==> config.mk <==
export PLATFORM = sky130hd
export DESIGN_NAME = i2c_master_byte_sequencer_unit
export DESIGN_NICKNAME = d
export VERILOG_FILES = /design/src/design/i2cmbs_pkg.sv /design/src/design/i2c_master_byte_sequencer_unit.sv
export SDC_FILE = /design/constraint.sdc
export NUM_CORES = 1
export LEC_CHECK = 0
export BUFFER_PORTS_ARGS = -buffer_cell sky130_fd_sc_hd__buf_2
export CORE_MARGIN = 5
export CORE_UTILIZATION = 54
export CTS_CLUSTER_DIAMETER = 200
export DETAILED_ROUTE_END_ITERATION = 8
export PLACE_DENSITY = 0.73
export SLEW_MARGIN = 40
export SYNTH_ARGS = -nofsm -noshare
export SYNTH_HDL_FRONTEND = slang
export SYNTH_SLANG_ARGS = --single-unit
==> constraint.sdc <==
create_clock -name clk_i -period 3.53 [get_ports clk_i]
set_clock_uncertainty 0.2 [all_clocks]
set_input_delay 0.353 -clock clk_i [delete_from_list [all_inputs] [get_ports clk_i]]
set_output_delay 0.353 -clock clk_i [all_outputs]
set_load 0.03 [all_outputs]
==> src/design/i2cmbs_pkg.sv <==
// ----------------------------------------------------------------------------
// i2cmbs_pkg
// shared types and constants of the i2c master byte sequencer
// ----------------------------------------------------------------------------
package i2cmbs_pkg;

  // byte store depth: slot 0 is the slave address, data bytes follow
  localparam int unsigned BufferDepth = 16;
  localparam int unsigned SlotW       = $clog2(BufferDepth);

  // field widths of the transactions
  localparam int unsigned CmdW   = 2;
  localparam int unsigned IndexW = 4;
  localparam int unsigned ByteW  = 8;
  localparam int unsigned OpW    = 3;
  localparam int unsigned BitCntW = 4;
  localparam int unsigned CountW = 4;
  localparam int unsigned NextSlotW = 5;

  localparam int unsigned InDataW  = 24;
  localparam int unsigned OutDataW = 24;

  // highest data slot that a write transfer may reach
  localparam logic [CountW-1:0] SlotMax = CountW'(BufferDepth - 1);

  // shifter bit counts and line levels
  localparam logic [BitCntW-1:0] BitsByte = BitCntW'(8);
  localparam logic [BitCntW-1:0] BitsAck  = BitCntW'(1);
  localparam logic [BitCntW-1:0] BitsNone = '0;
  localparam logic [ByteW-1:0]   SdaRelease = 8'hFF;
  localparam logic [ByteW-1:0]   ReadBit    = 8'h01;

  typedef enum logic [CmdW-1:0] {
    CMD_WRITE_BYTE  = 2'd0,
    CMD_START_WRITE = 2'd1,
    CMD_START_READ  = 2'd2,
    CMD_SHIFT_DONE  = 2'd3
  } cmd_e;

  typedef enum logic [OpW-1:0] {
    LOP_NONE  = 3'd0,
    LOP_START = 3'd1,
    LOP_BYTE  = 3'd2,
    LOP_READ  = 3'd3,
    LOP_PRIME = 3'd4,
    LOP_STOP  = 3'd5,
    LOP_DONE  = 3'd6
  } line_op_e;

  typedef enum logic [2:0] {
    PH_IDLE    = 3'd0,
    PH_TX      = 3'd1,
    PH_RX_ADDR = 3'd2,
    PH_RX_DATA = 3'd3,
    PH_STOP    = 3'd4
  } phase_e;

  // one result of the sequencer
  typedef struct packed {
    line_op_e            line_op;
    logic [ByteW-1:0]    out_byte;
    logic [BitCntW-1:0]  bit_count;
    logic                busy_res;
    logic                nacked;
    logic [ByteW-1:0]    read_data;
  } result_t;

endpackage

==> src/design/i2c_master_byte_sequencer_unit.sv <==
// ----------------------------------------------------------------------------
// i2c_master_byte_sequencer_unit
// byte-level i2c master sequencer driving a bit shifter, one result per event
// ----------------------------------------------------------------------------
// an accepted input transaction reaches its result on the master side through
//   the input register, then the result register
// throughput: one transaction per cycle while the master side takes results,
//   set by the single-pass decode between the input register and the result register
// reset: rst_ni (asynchronous, active low) empties both registers, returns the
//   sequencer to idle and clears count, slot pointer, nack flag and read byte;
//   the byte store holds no reset value and must be written before use
module i2c_master_byte_sequencer_unit
  import i2cmbs_pkg::*;
(
  input  logic                 clk_i,
  input  logic                 rst_ni,

  // configuration: byte_count register
  input  logic                 cfg_we_i,
  input  logic [CountW-1:0]    cfg_wdata_i,

  // slave side
  input  logic                 s_axis_tvalid,
  output logic                 s_axis_tready,
  // [3:0] index, [11:4] data, [12] ack_bit, [20:13] rx_byte, [23:21] zero
  input  logic [InDataW-1:0]   s_axis_tdata,
  // [1:0] command
  input  logic [CmdW-1:0]      s_axis_tuser,

  // master side
  output logic                 m_axis_tvalid,
  input  logic                 m_axis_tready,
  // [7:0] out_byte, [11:8] bit_count, [12] busy_res, [13] nacked,
  // [21:14] read_data, [23:22] zero
  output logic [OutDataW-1:0]  m_axis_tdata,
  // [2:0] line_op
  output logic [OpW-1:0]       m_axis_tuser
);

  // --------------------------------------------------------------------------
  // input register
  // --------------------------------------------------------------------------
  logic                in_vld_q;
  cmd_e                cmd_q;
  logic [IndexW-1:0]   index_q;
  logic [ByteW-1:0]    data_q;
  logic                ack_q;
  logic [ByteW-1:0]    rx_q;

  logic                out_vld_q;
  result_t             res_q, res_d;

  // the decode stage moves whenever it holds a transaction and the result register is free or drained
  logic advance;
  assign advance       = in_vld_q & (~out_vld_q | m_axis_tready);
  assign s_axis_tready = ~in_vld_q | advance;

  always_ff @(posedge clk_i or negedge rst_ni) begin
    if (!rst_ni) begin
      in_vld_q <= 1'b0;
    end else if (s_axis_tready) begin
      in_vld_q <= s_axis_tvalid;
    end
  end

  // payload needs no reset
  always_ff @(posedge clk_i) begin
    if (s_axis_tready && s_axis_tvalid) begin
      cmd_q   <= cmd_e'(s_axis_tuser);
      index_q <= s_axis_tdata[3:0];
      data_q  <= s_axis_tdata[11:4];
      ack_q   <= s_axis_tdata[12];
      rx_q    <= s_axis_tdata[20:13];
    end
  end

  // --------------------------------------------------------------------------
  // sequencer state
  // --------------------------------------------------------------------------
  logic [CountW-1:0]    byte_count_q;
  phase_e               phase_q, phase_d;
  logic [NextSlotW-1:0] next_slot_q, next_slot_d;
  logic [CountW-1:0]    tx_limit_q, tx_limit_d;
  logic                 nack_q, nack_d;
  logic [ByteW-1:0]     last_read_q, last_read_d;

  // byte store: slot 0 address, data bytes after it; no reset
  logic [ByteW-1:0]     store_q [BufferDepth];
  logic                 store_we;
  logic                 set_read_bit;
  logic [ByteW-1:0]     addr_byte;
  logic [ByteW-1:0]     slot_byte;

  assign addr_byte = store_q[0];
  // the pointer never exceeds the clamped count when a slot is read
  assign slot_byte = store_q[next_slot_q[SlotW-1:0]];

  // the user must make a register write only while the sequencer is idle; the block itself does not enforce it
  always_ff @(posedge clk_i or negedge rst_ni) begin
    if (!rst_ni) begin
      byte_count_q <= '0;
    end else if (cfg_we_i) begin
      byte_count_q <= cfg_wdata_i;
    end
  end

  // --------------------------------------------------------------------------
  // next state
  // --------------------------------------------------------------------------
  always_comb begin
    phase_d      = phase_q;
    next_slot_d  = next_slot_q;
    tx_limit_d   = tx_limit_q;
    nack_d       = nack_q;
    last_read_d  = last_read_q;
    store_we     = 1'b0;
    set_read_bit = 1'b0;

    case (cmd_q)
      CMD_WRITE_BYTE: begin
        // slots beyond the store are dropped
        store_we = (32'(index_q) < BufferDepth);
      end
      CMD_START_WRITE, CMD_START_READ: begin
        if (phase_q == PH_IDLE) begin
          nack_d      = 1'b0;
          next_slot_d = NextSlotW'(1);
          if (cmd_q == CMD_START_WRITE) begin
            tx_limit_d = (byte_count_q > SlotMax) ? SlotMax : byte_count_q;
            phase_d    = PH_TX;
          end else begin
            set_read_bit = 1'b1;
            phase_d      = PH_RX_ADDR;
          end
        end
      end
      default: begin
        // shifter done event
        case (phase_q)
          PH_TX: begin
            if (ack_q || (next_slot_q > NextSlotW'(tx_limit_q))) begin
              nack_d  = ack_q;
              phase_d = PH_STOP;
            end else begin
              next_slot_d = next_slot_q + NextSlotW'(1);
            end
          end
          PH_RX_ADDR: phase_d = PH_RX_DATA;
          PH_RX_DATA: begin
            last_read_d = rx_q;
            phase_d     = PH_STOP;
          end
          default: phase_d = PH_IDLE;
        endcase
      end
    endcase
  end

  // --------------------------------------------------------------------------
  // result decode
  // --------------------------------------------------------------------------
  always_comb begin
    res_d.line_op   = LOP_NONE;
    res_d.out_byte  = '0;
    res_d.bit_count = BitsNone;

    case (cmd_q)
      CMD_WRITE_BYTE: ;
      CMD_START_WRITE, CMD_START_READ: begin
        if (phase_q == PH_IDLE) begin
          res_d.line_op   = LOP_START;
          res_d.bit_count = BitsByte;
          // a read sends the address with its read bit forced high
          res_d.out_byte  = (cmd_q == CMD_START_READ) ? (addr_byte | ReadBit) : addr_byte;
        end
      end
      default: begin
        case (phase_q)
          PH_TX: begin
            if (ack_q || (next_slot_q > NextSlotW'(tx_limit_q))) begin
              res_d.line_op   = LOP_PRIME;
              res_d.bit_count = BitsAck;
            end else begin
              res_d.line_op   = LOP_BYTE;
              res_d.out_byte  = slot_byte;
              res_d.bit_count = BitsByte;
            end
          end
          PH_RX_ADDR: begin
            // address acknowledge is not checked on a read
            res_d.line_op   = LOP_READ;
            res_d.bit_count = BitsByte;
          end
          PH_RX_DATA: begin
            res_d.line_op   = LOP_PRIME;
            res_d.bit_count = BitsAck;
          end
          PH_STOP: begin
            res_d.line_op  = LOP_STOP;
            res_d.out_byte = SdaRelease;
          end
          default: ;
        endcase
      end
    endcase

    // status reflects the state after this transaction
    res_d.busy_res  = (phase_d != PH_IDLE);
    res_d.nacked    = nack_d;
    res_d.read_data = last_read_d;
  end

  // --------------------------------------------------------------------------
  // state and result registers
  // --------------------------------------------------------------------------
  always_ff @(posedge clk_i or negedge rst_ni) begin
    if (!rst_ni) begin
      phase_q     <= PH_IDLE;
      next_slot_q <= '0;
      tx_limit_q  <= '0;
      nack_q      <= 1'b0;
      last_read_q <= '0;
    end else if (advance) begin
      phase_q     <= phase_d;
      next_slot_q <= next_slot_d;
      tx_limit_q  <= tx_limit_d;
      nack_q      <= nack_d;
      last_read_q <= last_read_d;
    end
  end

  always_ff @(posedge clk_i) begin
    if (advance) begin
      if (store_we) begin
        store_q[index_q[SlotW-1:0]] <= data_q;
      end else if (set_read_bit) begin
        // read bit stays set in slot 0
        store_q[0] <= addr_byte | ReadBit;
      end
    end
  end

  always_ff @(posedge clk_i or negedge rst_ni) begin
    if (!rst_ni) begin
      out_vld_q <= 1'b0;
    end else if (advance) begin
      out_vld_q <= 1'b1;
    end else if (m_axis_tready) begin
      out_vld_q <= 1'b0;
    end
  end

  always_ff @(posedge clk_i) begin
    if (advance) begin
      res_q <= res_d;
    end
  end

  assign m_axis_tvalid = out_vld_q;
  assign m_axis_tuser  = res_q.line_op;
  assign m_axis_tdata  = {2'b00, res_q.read_data, res_q.nacked, res_q.busy_res,
                          res_q.bit_count, res_q.out_byte};

endmodule
After elaboration in Yosys (flattened, before gate mapping) --
Memories as Yosys holds them, arrays and structs flattened. Index checks and enable logic that the tools add are counted.
Storage, ports and cells: bits in latches 0, bits in read-only memories 0, output and inout bits 29, memory bits (writable) 128, bits of input ports 35, register bits after elaboration 75, memories 1
Operators by class: bitwise logic cells 6, $lt $le $gt $ge 2, reductions and logical operators 12, eq/ne operators 8, add/subtract/negate cells 1, divide/modulo/power cells 0, shifts and indexed selects 0, multipliers 0, muxes and demuxes 41
Memory list:
- store_q | depth 16, bits a word 8, rd ports 2, clocked after memory_dff 0, write ports 1, line i2c_master_byte_sequencer_unit.sv:88 | logic [ByteW-1:0] store_q [BufferDepth];
Operator list (number):
- two-way mux 8 bit | 4
- one-hot mux 15 bit (2 select lines) | 1
- two-way mux 1 bit | 18
- one-hot mux 8 bit (2 select lines) | 1
- two-way mux 5 bit | 3
- two-way mux 13 bit | 1
- two-way mux 4 bit | 3
- one-hot mux 3 bit (4 select lines) | 1
- one-hot mux 4 bit (3 select lines) | 1
- one-hot mux 5 bit (2 select lines) | 1
- two-way mux 3 bit | 3
- one-hot mux 3 bit (3 select lines) | 1
- OR reduction 8 bit | 1
- equality test 3 x 2 -> 1 bit, second input constant | 2
- one-hot mux 3 bit (2 select lines) | 1
- adder 5 x 1 -> 5 bit, second input constant | 1
- greater-than comparator 5 x 4 -> 1 bit | 1
- AND reduction 5 bit | 1
- greater-than comparator 4 bit, second input constant | 1
- AND reduction 4 bit | 1
- nonzero test 2 bit | 2
- equality test 3 x 1 -> 1 bit, second input constant | 1
- equality test 3 bit, second input constant | 1
- zero test 3 bit | 1
- 15 further kinds | 18

Logic depth before layout (Yosys ltp) --
Gate-level depths: netlist (run 1).
depth in word-level cells 10, mapped depth 10, gate-level depth less buffers 7

Worst setup path before layout (run 1) --
Ideal clock, no wire load.
path kind register to register, start point register cmd_q[0], end point memory store_q[7][0] (enable), stages on the path, launching flop included 8, arrival 1957 ps, slack 1003 ps, path buffers 1, library setup time 370 ps, required time 2960 ps, cells stage by stage edfxtp_1 -> inv_1 -> ha_1 -> buf_6 -> nand3b_1 -> nor3_2 -> or3b_2 -> nor2_1
On the way: cells in the longest elaborated chain, start to end 10
Ends and longest elaborated chain:
- from (decl) | line i2c_master_byte_sequencer_unit.sv:44 | cmd_e cmd_q;
- from (signal assigned) | line i2c_master_byte_sequencer_unit.sv:69 | cmd_q <= cmd_e'(s_axis_tuser);
- equality test 2 x 1 -> 1 bit | line i2c_master_byte_sequencer_unit.sv:119, i2c_master_byte_sequencer_unit.sv:128
- two-way mux 1 bit | line i2c_master_byte_sequencer_unit.sv:128 | if (cmd_q == CMD_START_WRITE) begin
- two-way mux 1 bit | line i2c_master_byte_sequencer_unit.sv:125 | if (phase_q == PH_IDLE) begin
- two-way mux 1 bit | line i2c_master_byte_sequencer_unit.sv:119 | case (cmd_q)
- two-way mux 1 bit | line i2c_master_byte_sequencer_unit.sv:236 | end else if (set_read_bit) begin
- two-way mux 1 bit | line i2c_master_byte_sequencer_unit.sv:234 | if (store_we) begin
- two-way mux 1 bit | line i2c_master_byte_sequencer_unit.sv:233 | if (advance) begin
- two-way mux 1 bit (implied by the code) | line i2c_master_byte_sequencer_unit.sv:238 | store_q[0] <= addr_byte | ReadBit;
- OR reduction 8 bit (no line)
- two-way mux 4 bit (no line) / two-way mux 1 bit (equally long branches)
- to (decl) | line i2c_master_byte_sequencer_unit.sv:88
Parallel ways exist; a longest one is shown, timed or not.

Worst setup path after layout (run 1) --
start point register cmd_q[0], end point memory store_q[4][6] (enable)
Same word-level chain as after synthesis.

==> flow_summary_export.csv, run 1 <==
group,metric,value,unit
worst_hold_path,hp-class,"primary input to flip-flop",
detailed_routing,antenna_left,0,
yosys,yosysUniqueCellTypes,60,
pwr,max-vdd-ir-drop,0.455,mV
global_routing,overflow,0,
outcome,status,"completed",
worst_setup_path,path_class,"flip-flop to flip-flop",
detailed_routing,routedWlPerCell,20.5,um
pwr,pwr-share-clk,32.5,%
pwr,power_density,697,nW/um2
cells_and_area,nets,679,
worst_setup_path,path_max_fanout,12,
cells_and_area,final_area,9880,um2
global_routing,grt_pass1_wl,27000,um
pwr,p_sw,1.95,mW
placed_design,dp_slack,0.619,ns
floorplan,std_cell_rows,45,
yosys,synthSimpleGateAreaFrac,7.90,%
floorplan,die_x,135,um
clocking,cts-root-buf,"clkbuf_16",
cells_and_area,final_cell_mix,"edfxtp_1, buf_2, nand2_1",
timing,fin_crit,2.98,ns
timing,rsz0062_at_grt,"false",
timing,tightest_slew,0.774,ns
worst_setup_path,worstSetupStartpointType,"flip-flop",
placed_design,dp_hpwl,11300,um
yosys,synth-xor-area-share,0,%
worst_setup_path,cp_slowest_cell,"nor2_1",
clocking,clk_latency,0.49,ns
global_routing,grt_pass1_vias,4927,
pwr,p_seq_share,43.2,%
global_routing,track_usage,19.4,%
detailed_routing,drt_iter0_drc,508,
yosys,synth_compound_area_share,5.59,%
yosys,synth_top_area_cell,"edfxtp_1",
yosys,synthMuxAreaShare,11.5,%
timing,final.setup.worst_slack,0.554,ns
worst_setup_path,critPathTopFamily,"simple AND/OR/NAND/NOR gates",
floorplan,die_height,135,um
pwr,p_int,4.94,mW
timing,post-route-period-util,84.3,%
pwr,total_power,6.89,mW
clocking,cts_buffer_depth,3,
yosys,synthFlopType,"edfxtp_1",
detailed_routing,vias,4783,
floorplan,core_region_area,15200,um2
clocking,cts_tree,"built",
cells_and_area,final_common_cell,"edfxtp_1",
yosys,synth_edf_count,174,
worst_setup_path,endpoint_kind,"flip-flop",
yosys,avgSynthCellArea,16.0,um2
worst_setup_path,cp_num_buf_inv,1,
yosys,synth_top_area_share,62.4,%
yosys,netlist_instances,525,
floorplan,boundaryPins,64,
clocking,clk_pin_slew,0.06,ns
global_routing,antenna_found_initial,0,
detailed_routing,via_per_inst,5.74,
yosys,yosysWarnings,0,
timing,fin_setup_tns,0,ns
timing,fmax,336,MHz
cells_and_area,drive_gt1_share,26.2,%
yosys,synth_top_family_by_area,"multiplexers",
yosys,synthAdderAreaFrac,1.64,%
placed_design,io_buffers,56,
yosys,synthArstFlopShare,13.4,%
floorplan,dieArea,18100,um2
yosys,synthesis.area,8380,um2
detailed_routing,first_pass_iters,5,
floorplan,initial_core_util,55.1,%
clocking,clkSinkCount,201,
detailed_routing,drc_errors,0,
clocking,htreeDepth,1,
placed_design,finalWeightedCongestion,0.907,
global_routing,grt_max_degree,35,
worst_setup_path,cp_cell_sequence,"inv_1, ha_1, nand3b_1, nor3_4, or3b_2, nor2_1",
timing,finalSetupViolCount,0,
yosys,ys_seq_area_share,70.4,%
cells_and_area,n_antenna_cell,0,
yosys,synthTopCellsByArea,"edfxtp_1, dfrtp_1, mux4_2",
yosys,ys_ff_latch,201,
pwr,cellLeakagePower,3.70,nW
worst_setup_path,worstPathRequired,3.43,ns
cells_and_area,area_growth,18.0,%
clocking,cts_made_buffers,21,
timing,slew_violations,0,
worst_setup_path,crit_arrival,2.88,ns
worst_setup_path,slowest_delay,0.56,ns
pwr,pwr-share-comb,24.3,%
pwr,swShare,28.4,%
placed_design,dpl_cell_area,8840,um2
timing,hold_viol,0,
detailed_routing,routed_wirelength,17100,um
run,cap_violations,0,
timing,slew_headroom,48.2,%
[per-layer routing]
metal  part of all wire (%)  track usage (%)  up-vias  routed length, um
li1                       -                -     2221                  -
met1                     42             27.0     2372               7210
met2                     50             32.0      159               8540
met3                    5.3             2.61       31                900
met4                    2.4             6.17        0                412
met5                      0                0        -                  0
[sequential cells by signal, summed over array words and instances, names as in the netlist, 2 cells and up]
name	cells
store_q	128
m_axis_tdata	20
data_q	8
last_read_q	8
rx_q	8
next_slot_q	5
byte_count_q	4
index_q	4
tx_limit_q	4
m_axis_tuser	3
phase_q	3
cmd_q	2
[worst min-delay path, stage by stage]
cell	delay, ns
buf_2	0.09
nand2b_1	0.17
nand2b_1	0.08
[area by class of cell]
type / count / area (um2)
Clock buffer: 28 / 562
Timing Repair Buffer: 108 / 756
Multi-Input combinational cell: 290 / 2250
Inverter: 11 / 41.3
Clock inverter: 8 / 138
Sequential cell: 201 / 5900
Tap cell: 188 / 235
Fill cell: 1030 / 5320
[logic make-up after synthesis]
| group | count (synthesis) |
|---|---|
| AOI/OAI and AO/OA | 70 |
| adders and majority gates | 11 |
| buffers and inverters | 37 |
| DFF | 201 |
| muxes | 73 |
| other | 1 |
| and+or+nand+nor | 132 |
[cell usage after synthesis (7+ instances only)]
library cell,count
mux4_2,16
mux2_2,23
ha_1,11
dfrtp_1,27
buf_4,9
edfxtp_1,174
o22ai_1,17
a21oi_1,13
o21ai_0,13
mux2i_1,34
a31o_2,8
nand2b_1,7
nand3_1,8
nor2_1,25
nor3_1,10
nand2_1,52
inv_1,9
[power by group through the flow]
stage / clock network, mW / logic [mW] / registers (mW)
3_5_place_dp: 0 / 1.63 / 3.02
6_report: 2.24 / 1.68 / 2.98
4_1_cts: 2.27 / 1.67 / 2.98
3_3_place_gp: 0 / 1.57 / 3.01
5_1_grt: 2.37 / 1.82 / 3.00
2_1_floorplan: 0 / 1.20 / 3.08
[repair_timing]
item,in CTS,in global routing
hold buffers,34,0
buffers inserted,0,0
hold endpoints to repair,55,0
gates resized for setup,0,0
[path summary, 6_finish.rpt]
check / startpoint / cells after the start / slack, ns / endpoint
hold / removal: m_axis_tready / 3 / 0.05 / m_axis_tvalid
min in group asynchronous: rst_ni / 2 / 0.22 / byte_count_q[0]
setup / recovery: cmd_q[0] / 6 / 0.55 / store_q[4][6]
hold reg to reg: last_read_q[1] / 2 / 0.28 / last_read_q[1]
max in group asynchronous: rst_ni / 2 / 2.44 / next_slot_q[1]
setup reg to reg: cmd_q[0] / 6 / 0.55 / store_q[4][6]
[through the flow]
stage,utilization (%),hold slack [ns],std cells
6_report,65.0,0.0530,834
5_1_grt,65.0,0.0704,834
4_1_cts,65.0,0.0345,834
3_5_place_dp,58.2,0.217,764
3_3_place_gp,58.1,0.201,764
2_1_floorplan,-,-0.143,528
Power figures use the tool's default switching activity.
==> run 2: changes to the inputs <==
--- a/config.mk
+++ b/config.mk
@@ -10,7 +10,7 @@
 export CORE_UTILIZATION = 54
 export CTS_CLUSTER_DIAMETER = 200
 export DETAILED_ROUTE_END_ITERATION = 8
-export PLACE_DENSITY = 0.73
+export PLACE_DENSITY = 0.76
 export SLEW_MARGIN = 40
 export SYNTH_ARGS = -nofsm -noshare
 export SYNTH_HDL_FRONTEND = slang
==> constraint.sdc (replaced) <==
create_clock -name clk_i -period 2.5 [get_ports clk_i]
set_clock_uncertainty 0.2 [all_clocks]
set_input_delay 0.25 -clock clk_i [delete_from_list [all_inputs] [get_ports clk_i]]
set_output_delay 0.25 -clock clk_i [all_outputs]
set_load 0.03 [all_outputs]
==> run 2 against run 1 <==
Compared with the run above:
- flip-flop and latch count did not move
- combinational power is 51% higher
- critical path depth rose by 4
- clock power rose by 25%
- largest power group unchanged
==> flow_summary_export.csv, run 2 (synthesis results as in run 1) <==
group,metric,value,unit
placed_design,io_buffers,56,
detailed_routing,drt_iter0_drc,431,
placed_design,dp_slack,0.0501,ns
cells_and_area,final_common_cell,"edfxtp_1",
cells_and_area,final_area,10000,um2
detailed_routing,routedWlPerCell,20.6,um
global_routing,grt_max_degree,31,
pwr,pwr-share-comb,26.7,%
global_routing,grt_pass1_vias,5176,
timing,rsz0062_at_grt,"true",
detailed_routing,vias,5014,
clocking,cts-root-buf,"clkbuf_16",
outcome,status,"completed",
timing,fin_crit,2.43,ns
worst_setup_path,path_class,"primary input to flip-flop",
timing,post-route-period-util,97.3,%
pwr,pwr-share-clk,29.5,%
cells_and_area,area_growth,20.0,%
global_routing,antenna_found_initial,0,
timing,slew_headroom,52.9,%
floorplan,die_x,135,um
timing,slew_violations,0,
cells_and_area,nets,702,
detailed_routing,via_per_inst,5.84,
worst_setup_path,endpoint_kind,"flip-flop",
global_routing,track_usage,20.1,%
worst_setup_path,crit_arrival,2.48,ns
timing,fmax,411,MHz
floorplan,core_region_area,15200,um2
worst_setup_path,worstSetupStartpointType,"primary input",
detailed_routing,routed_wirelength,17600,um
detailed_routing,drc_errors,0,
clocking,clk_pin_slew,0.06,ns
pwr,max-vdd-ir-drop,0.683,mV
placed_design,dp_cells,786,
worst_hold_path,hp-class,"primary input to async pin",
pwr,p_seq_share,43.8,%
detailed_routing,antenna_left,0,
timing,whs,0.128,ns
clocking,cts_buffer_depth,3,
clocking,clkSinkCount,201,
pwr,cellLeakagePower,3.81,nW
worst_setup_path,worstPathRequired,2.55,ns
floorplan,dieArea,18100,um2
timing,fin_setup_tns,0,ns
pwr,p_int,6.71,mW
global_routing,grt_pass1_wl,28400,um
global_routing,overflow,0,
floorplan,boundaryPins,64,
cells_and_area,instances_no_fill,858,
timing,tightest_slew,0.703,ns
cells_and_area,n_antenna_cell,0,
cells_and_area,post-route-util,66.1,%
clocking,cts_tree,"built",
cells_and_area,drive_gt1_share,29.6,%
timing,finalSetupViolCount,0,
pwr,total_power,9.51,mW
placed_design,dpl_cell_area,9050,um2
clocking,cts_made_buffers,20,
timing,hold_viol,0,
cells_and_area,regMostFlops,"store_q",
pwr,p_sw,2.80,mW
timing,final.setup.worst_slack,0.0674,ns
placed_design,dp_hpwl,11500,um
worst_setup_path,path_max_fanout,16,
clocking,htreeDepth,1,
floorplan,std_cell_rows,45,
cells_and_area,largest_reg_flops,128,
run,cap_violations,0,
floorplan,die_height,135,um
detailed_routing,first_pass_iters,5,
floorplan,initial_core_util,55.1,%
cells_and_area,final_cell_mix,"edfxtp_1, buf_2, nand2_1",
pwr,swShare,29.5,%
placed_design,finalWeightedCongestion,0.860,
clocking,clk_latency,0.49,ns
pwr,power_density,947,nW/um2
run 2: cell types whose count changed in the layout (fill, tap and decap cells not counted), sizes merged:
cell         before  now
clkbuf           28   26
clkinv            5   11
dlygate4sd3      34   35
bufinv            4    0
buf              74   97
run 2: per-layer routing:
metal	track usage, %	part of all wire, %
met1	27.9	40
met2	33.7	51
met5	0	0
met3	2.68	6.6
met4	6.00	2.3
run 2: path summary, 6_finish.rpt:
kind                                  from             end  slack [ns]  cells past startpoint
max in group asynchronous           rst_ni  next_slot_q[1]        1.51                      2
min reg2reg                 last_read_q[5]  last_read_q[5]        0.28                      2
min                                 rst_ni      phase_q[2]        0.13                      2
max reg2reg                       cmd_q[0]   store_q[3][1]        0.10                      6
max                          m_axis_tready   store_q[0][1]        0.07                     10
min in group clk_i         s_axis_tdata[3]      index_q[3]        0.27                      2
run 2: power by group through the flow:
stage	Clock [mW]	Combinational [mW]	Sequential, mW
after floorplan	0	1.69	4.35
after global placement	0	2.37	4.21
after detailed placement	0	2.45	4.23
after CTS	2.85	2.51	4.17
after global routing	2.99	2.75	4.20
final	2.80	2.54	4.17
run 2: critical path, cell delays in order:
cell	delay, ns
dlygate4sd3_1	0.54
buf_2	0.14
nand2b_1	0.21
nand2_4	0.11
buf_4	0.24
clkinv_1	0.27
buf_4	0.25
nand2_1	0.19
nor2_1	0.10
buf_4	0.17
run 2: area by class of cell:
cell class / count / area, um2
clock buffer: 26 / 574
clock inverter: 10 / 51.3
multi-input combinational: 290 / 2250
timing repair buffer: 132 / 992
inverter: 11 / 41.3
sequential: 201 / 5900
tap: 188 / 235
fill: 982 / 5150
run 2: repair_timing:
action | in CTS | in global routing
endpoints found under the setup margin | 0 | 67
hold buffers | 35 | 0
setup buffers | 0 | 1
resized for setup | 0 | 6
endpoints found under the hold margin | 56 | 0
==> run 3: changes to the inputs <==
--- a/config.mk
+++ b/config.mk
@@ -10,7 +10,7 @@
 export CORE_UTILIZATION = 54
 export CTS_CLUSTER_DIAMETER = 200
 export DETAILED_ROUTE_END_ITERATION = 8
-export PLACE_DENSITY = 0.76
+export PLACE_DENSITY = 0.73
 export SLEW_MARGIN = 40
 export SYNTH_ARGS = -nofsm -noshare
 export SYNTH_HDL_FRONTEND = slang
==> constraint.sdc (replaced) <==
create_clock -name clk_i -period 2.9 [get_ports clk_i]
set_clock_uncertainty 0.2 [all_clocks]
set_input_delay 0.29 -clock clk_i [delete_from_list [all_inputs] [get_ports clk_i]]
set_output_delay 0.29 -clock clk_i [all_outputs]
set_load 0.03 [all_outputs]
==> run 3 against run 2 <==
Compared with the run above:
- first-iteration DRC count up 2.6%
- via count down 3.3%
- die area unchanged
- combinational power down 20%
- final area down 1.7%
- largest cell class unchanged
==> flow_summary_export.csv, run 3 (synthesis results as in run 1) <==
group,metric,value,unit
global_routing,antenna_found_initial,0,
cells_and_area,largest_reg_flops,128,
floorplan,boundaryPins,64,
placed_design,io_buffers,56,
placed_design,dpl_cell_area,8920,um2
worst_setup_path,reg2regPathDepth,8,
timing,tightest_slew,0.627,ns
pwr,power_density,818,nW/um2
detailed_routing,drc_errors,0,
cells_and_area,nFillCells,1043,
worst_setup_path,endpoint_kind,"flip-flop",
worst_setup_path,worstSetupStartpointType,"flip-flop",
run,cap_violations,0,
timing,fmax,384,MHz
worst_setup_path,worstPathRequired,2.89,ns
floorplan,std_cell_rows,45,
cells_and_area,final_common_cell,"edfxtp_1",
clocking,clk_pin_slew,0.06,ns
detailed_routing,drt_iter0_drc,442,
timing,hold_viol,0,
worst_setup_path,crit_arrival,2.59,ns
clocking,clk_latency,0.49,ns
timing,rsz0062_at_grt,"false",
floorplan,die_x,135,um
cells_and_area,regMostFlops,"store_q",
global_routing,grt_max_degree,38,
cells_and_area,instances_no_fill,844,
detailed_routing,vias,4850,
clocking,clkSinkCount,201,
floorplan,core_region_area,15200,um2
global_routing,grt_pass1_wl,26900,um
cells_and_area,final_cell_mix,"edfxtp_1, buf_2, nand2_1",
detailed_routing,first_pass_iters,5,
clocking,cts_buffer_depth,3,
detailed_routing,routedWlPerCell,20.2,um
timing,slew_violations,0,
detailed_routing,antenna_left,0,
timing,slew_headroom,57.9,%
pwr,max-vdd-ir-drop,0.479,mV
timing,fin_crit,2.61,ns
timing,post-route-period-util,89.9,%
global_routing,track_usage,19.2,%
outcome,status,"completed",
clocking,htreeDepth,1,
global_routing,grt_pass1_vias,4910,
floorplan,die_height,135,um
placed_design,dp_cells,773,
placed_design,dp_hpwl,11000,um
worst_setup_path,path_max_fanout,12,
cells_and_area,area_growth,17.9,%
worst_setup_path,path_class,"flip-flop to flip-flop",
clocking,cts-root-buf,"clkbuf_16",
clocking,cts_tree,"built",
timing,fin_setup_tns,0,ns
clocking,cts_made_buffers,20,
floorplan,dieArea,18100,um2
placed_design,finalWeightedCongestion,0.886,
worst_setup_path,r2r_setup_slack,0.29,ns
global_routing,overflow,0,
cells_and_area,drive_gt1_share,26.6,%
timing,finalSetupViolCount,0,
worst_hold_path,hp-class,"primary input to async pin",
clocking,postCtsSetupBuffers,0,
detailed_routing,via_per_inst,5.75,
worst_setup_path,r2r_end,"store_q[10][6]",
pwr,cellLeakagePower,3.70,nW
detailed_routing,routed_wirelength,17000,um
timing,whs,0.148,ns
floorplan,initial_core_util,55.1,%
cells_and_area,final_area,9880,um2
worst_setup_path,r2r-start,"cmd_q[0]",
cells_and_area,nets,688,
-- run 3: cell count changes in the layout (fill, tap and decap cells not counted), sizes merged --
cell | before | now
clkinv | 11 | 7
diode | 0 | 1
buf | 97 | 83
clkbuf | 26 | 27
clkinvlp | 0 | 1
bufinv | 0 | 1
-- run 3: cell type report --
cell class	instances	area, um2	share of cell area (%)
Sequential cell	201	5900	59.7
Clock buffer	27	548	5.55
Antenna cell	1	2.50	0.0253
Inverter	11	41.3	0.418
Timing Repair Buffer	118	846	8.56
Clock inverter	8	62.6	0.633
Multi-Input combinational cell	290	2240	22.7
Tap cell	188	235	2.38
-- run 3: stage by stage --
stage	setup slack (ns)	total power [mW]	util, %
2_1_floorplan	0.373	5.21	-
4_1_cts	0.280	8.12	65.0
3_3_place_gp	0.397	5.60	58.7
5_1_grt	0.146	8.46	65.0
6_report	0.293	8.09	65.0
3_5_place_dp	0.338	5.66	58.7
-- run 3: how the worst max path moves through the flow --
stage,cells past startpoint,end,start,slack [ns]
CTS,8,store_q[10][6],cmd_q[0],0.28
global route,6,m_axis_tdata[5],next_slot_q[3],0.15
floorplan,7,store_q[7][0],cmd_q[0],0.37
detailed placement,8,store_q[5][5],cmd_q[0],0.34
finish,8,store_q[10][6],cmd_q[0],0.29
global placement,8,store_q[7][5],cmd_q[0],0.40
-- run 3: power breakdown --
| group | internal, mW | switching [mW] |
|---|---|---|
| sequential | 3.47 | 0.153 |
| combinational | 0.846 | 1.19 |
| clock | 1.41 | 1.02 |
| total | 5.72 | 2.36 |
-- run 3: worst max-delay path, stage by stage, from the launching register on --
cell and delay [ns]:
edfxtp_1 0.44, inv_1 0.10, ha_1 0.33, nand3b_1 0.16, nor3_2 0.06, buf_4 0.19
or3b_2 0.50, nor2_1 0.13, buf_4 0.20
-- run 3: per-layer routing --
layer | vias up | GRT usage [%] | part of all wire [%] | wire, um
met1 | 2399 | 26.7 | 42 | 7140
met5 | - | 0 | 0 | 0
met3 | 32 | 3.46 | 6.5 | 1110
met4 | 0 | 6.22 | 2.7 | 463
met2 | 178 | 31.2 | 49 | 8320
li1 | 2241 | - | - | -
-- run 3: what timing repair did --
| item | in CTS | in global routing |
|---|---|---|
| hold buffers | 35 | 0 |
| hold endpoints to repair | 56 | 0 |
| gates resized for setup | 0 | 0 |
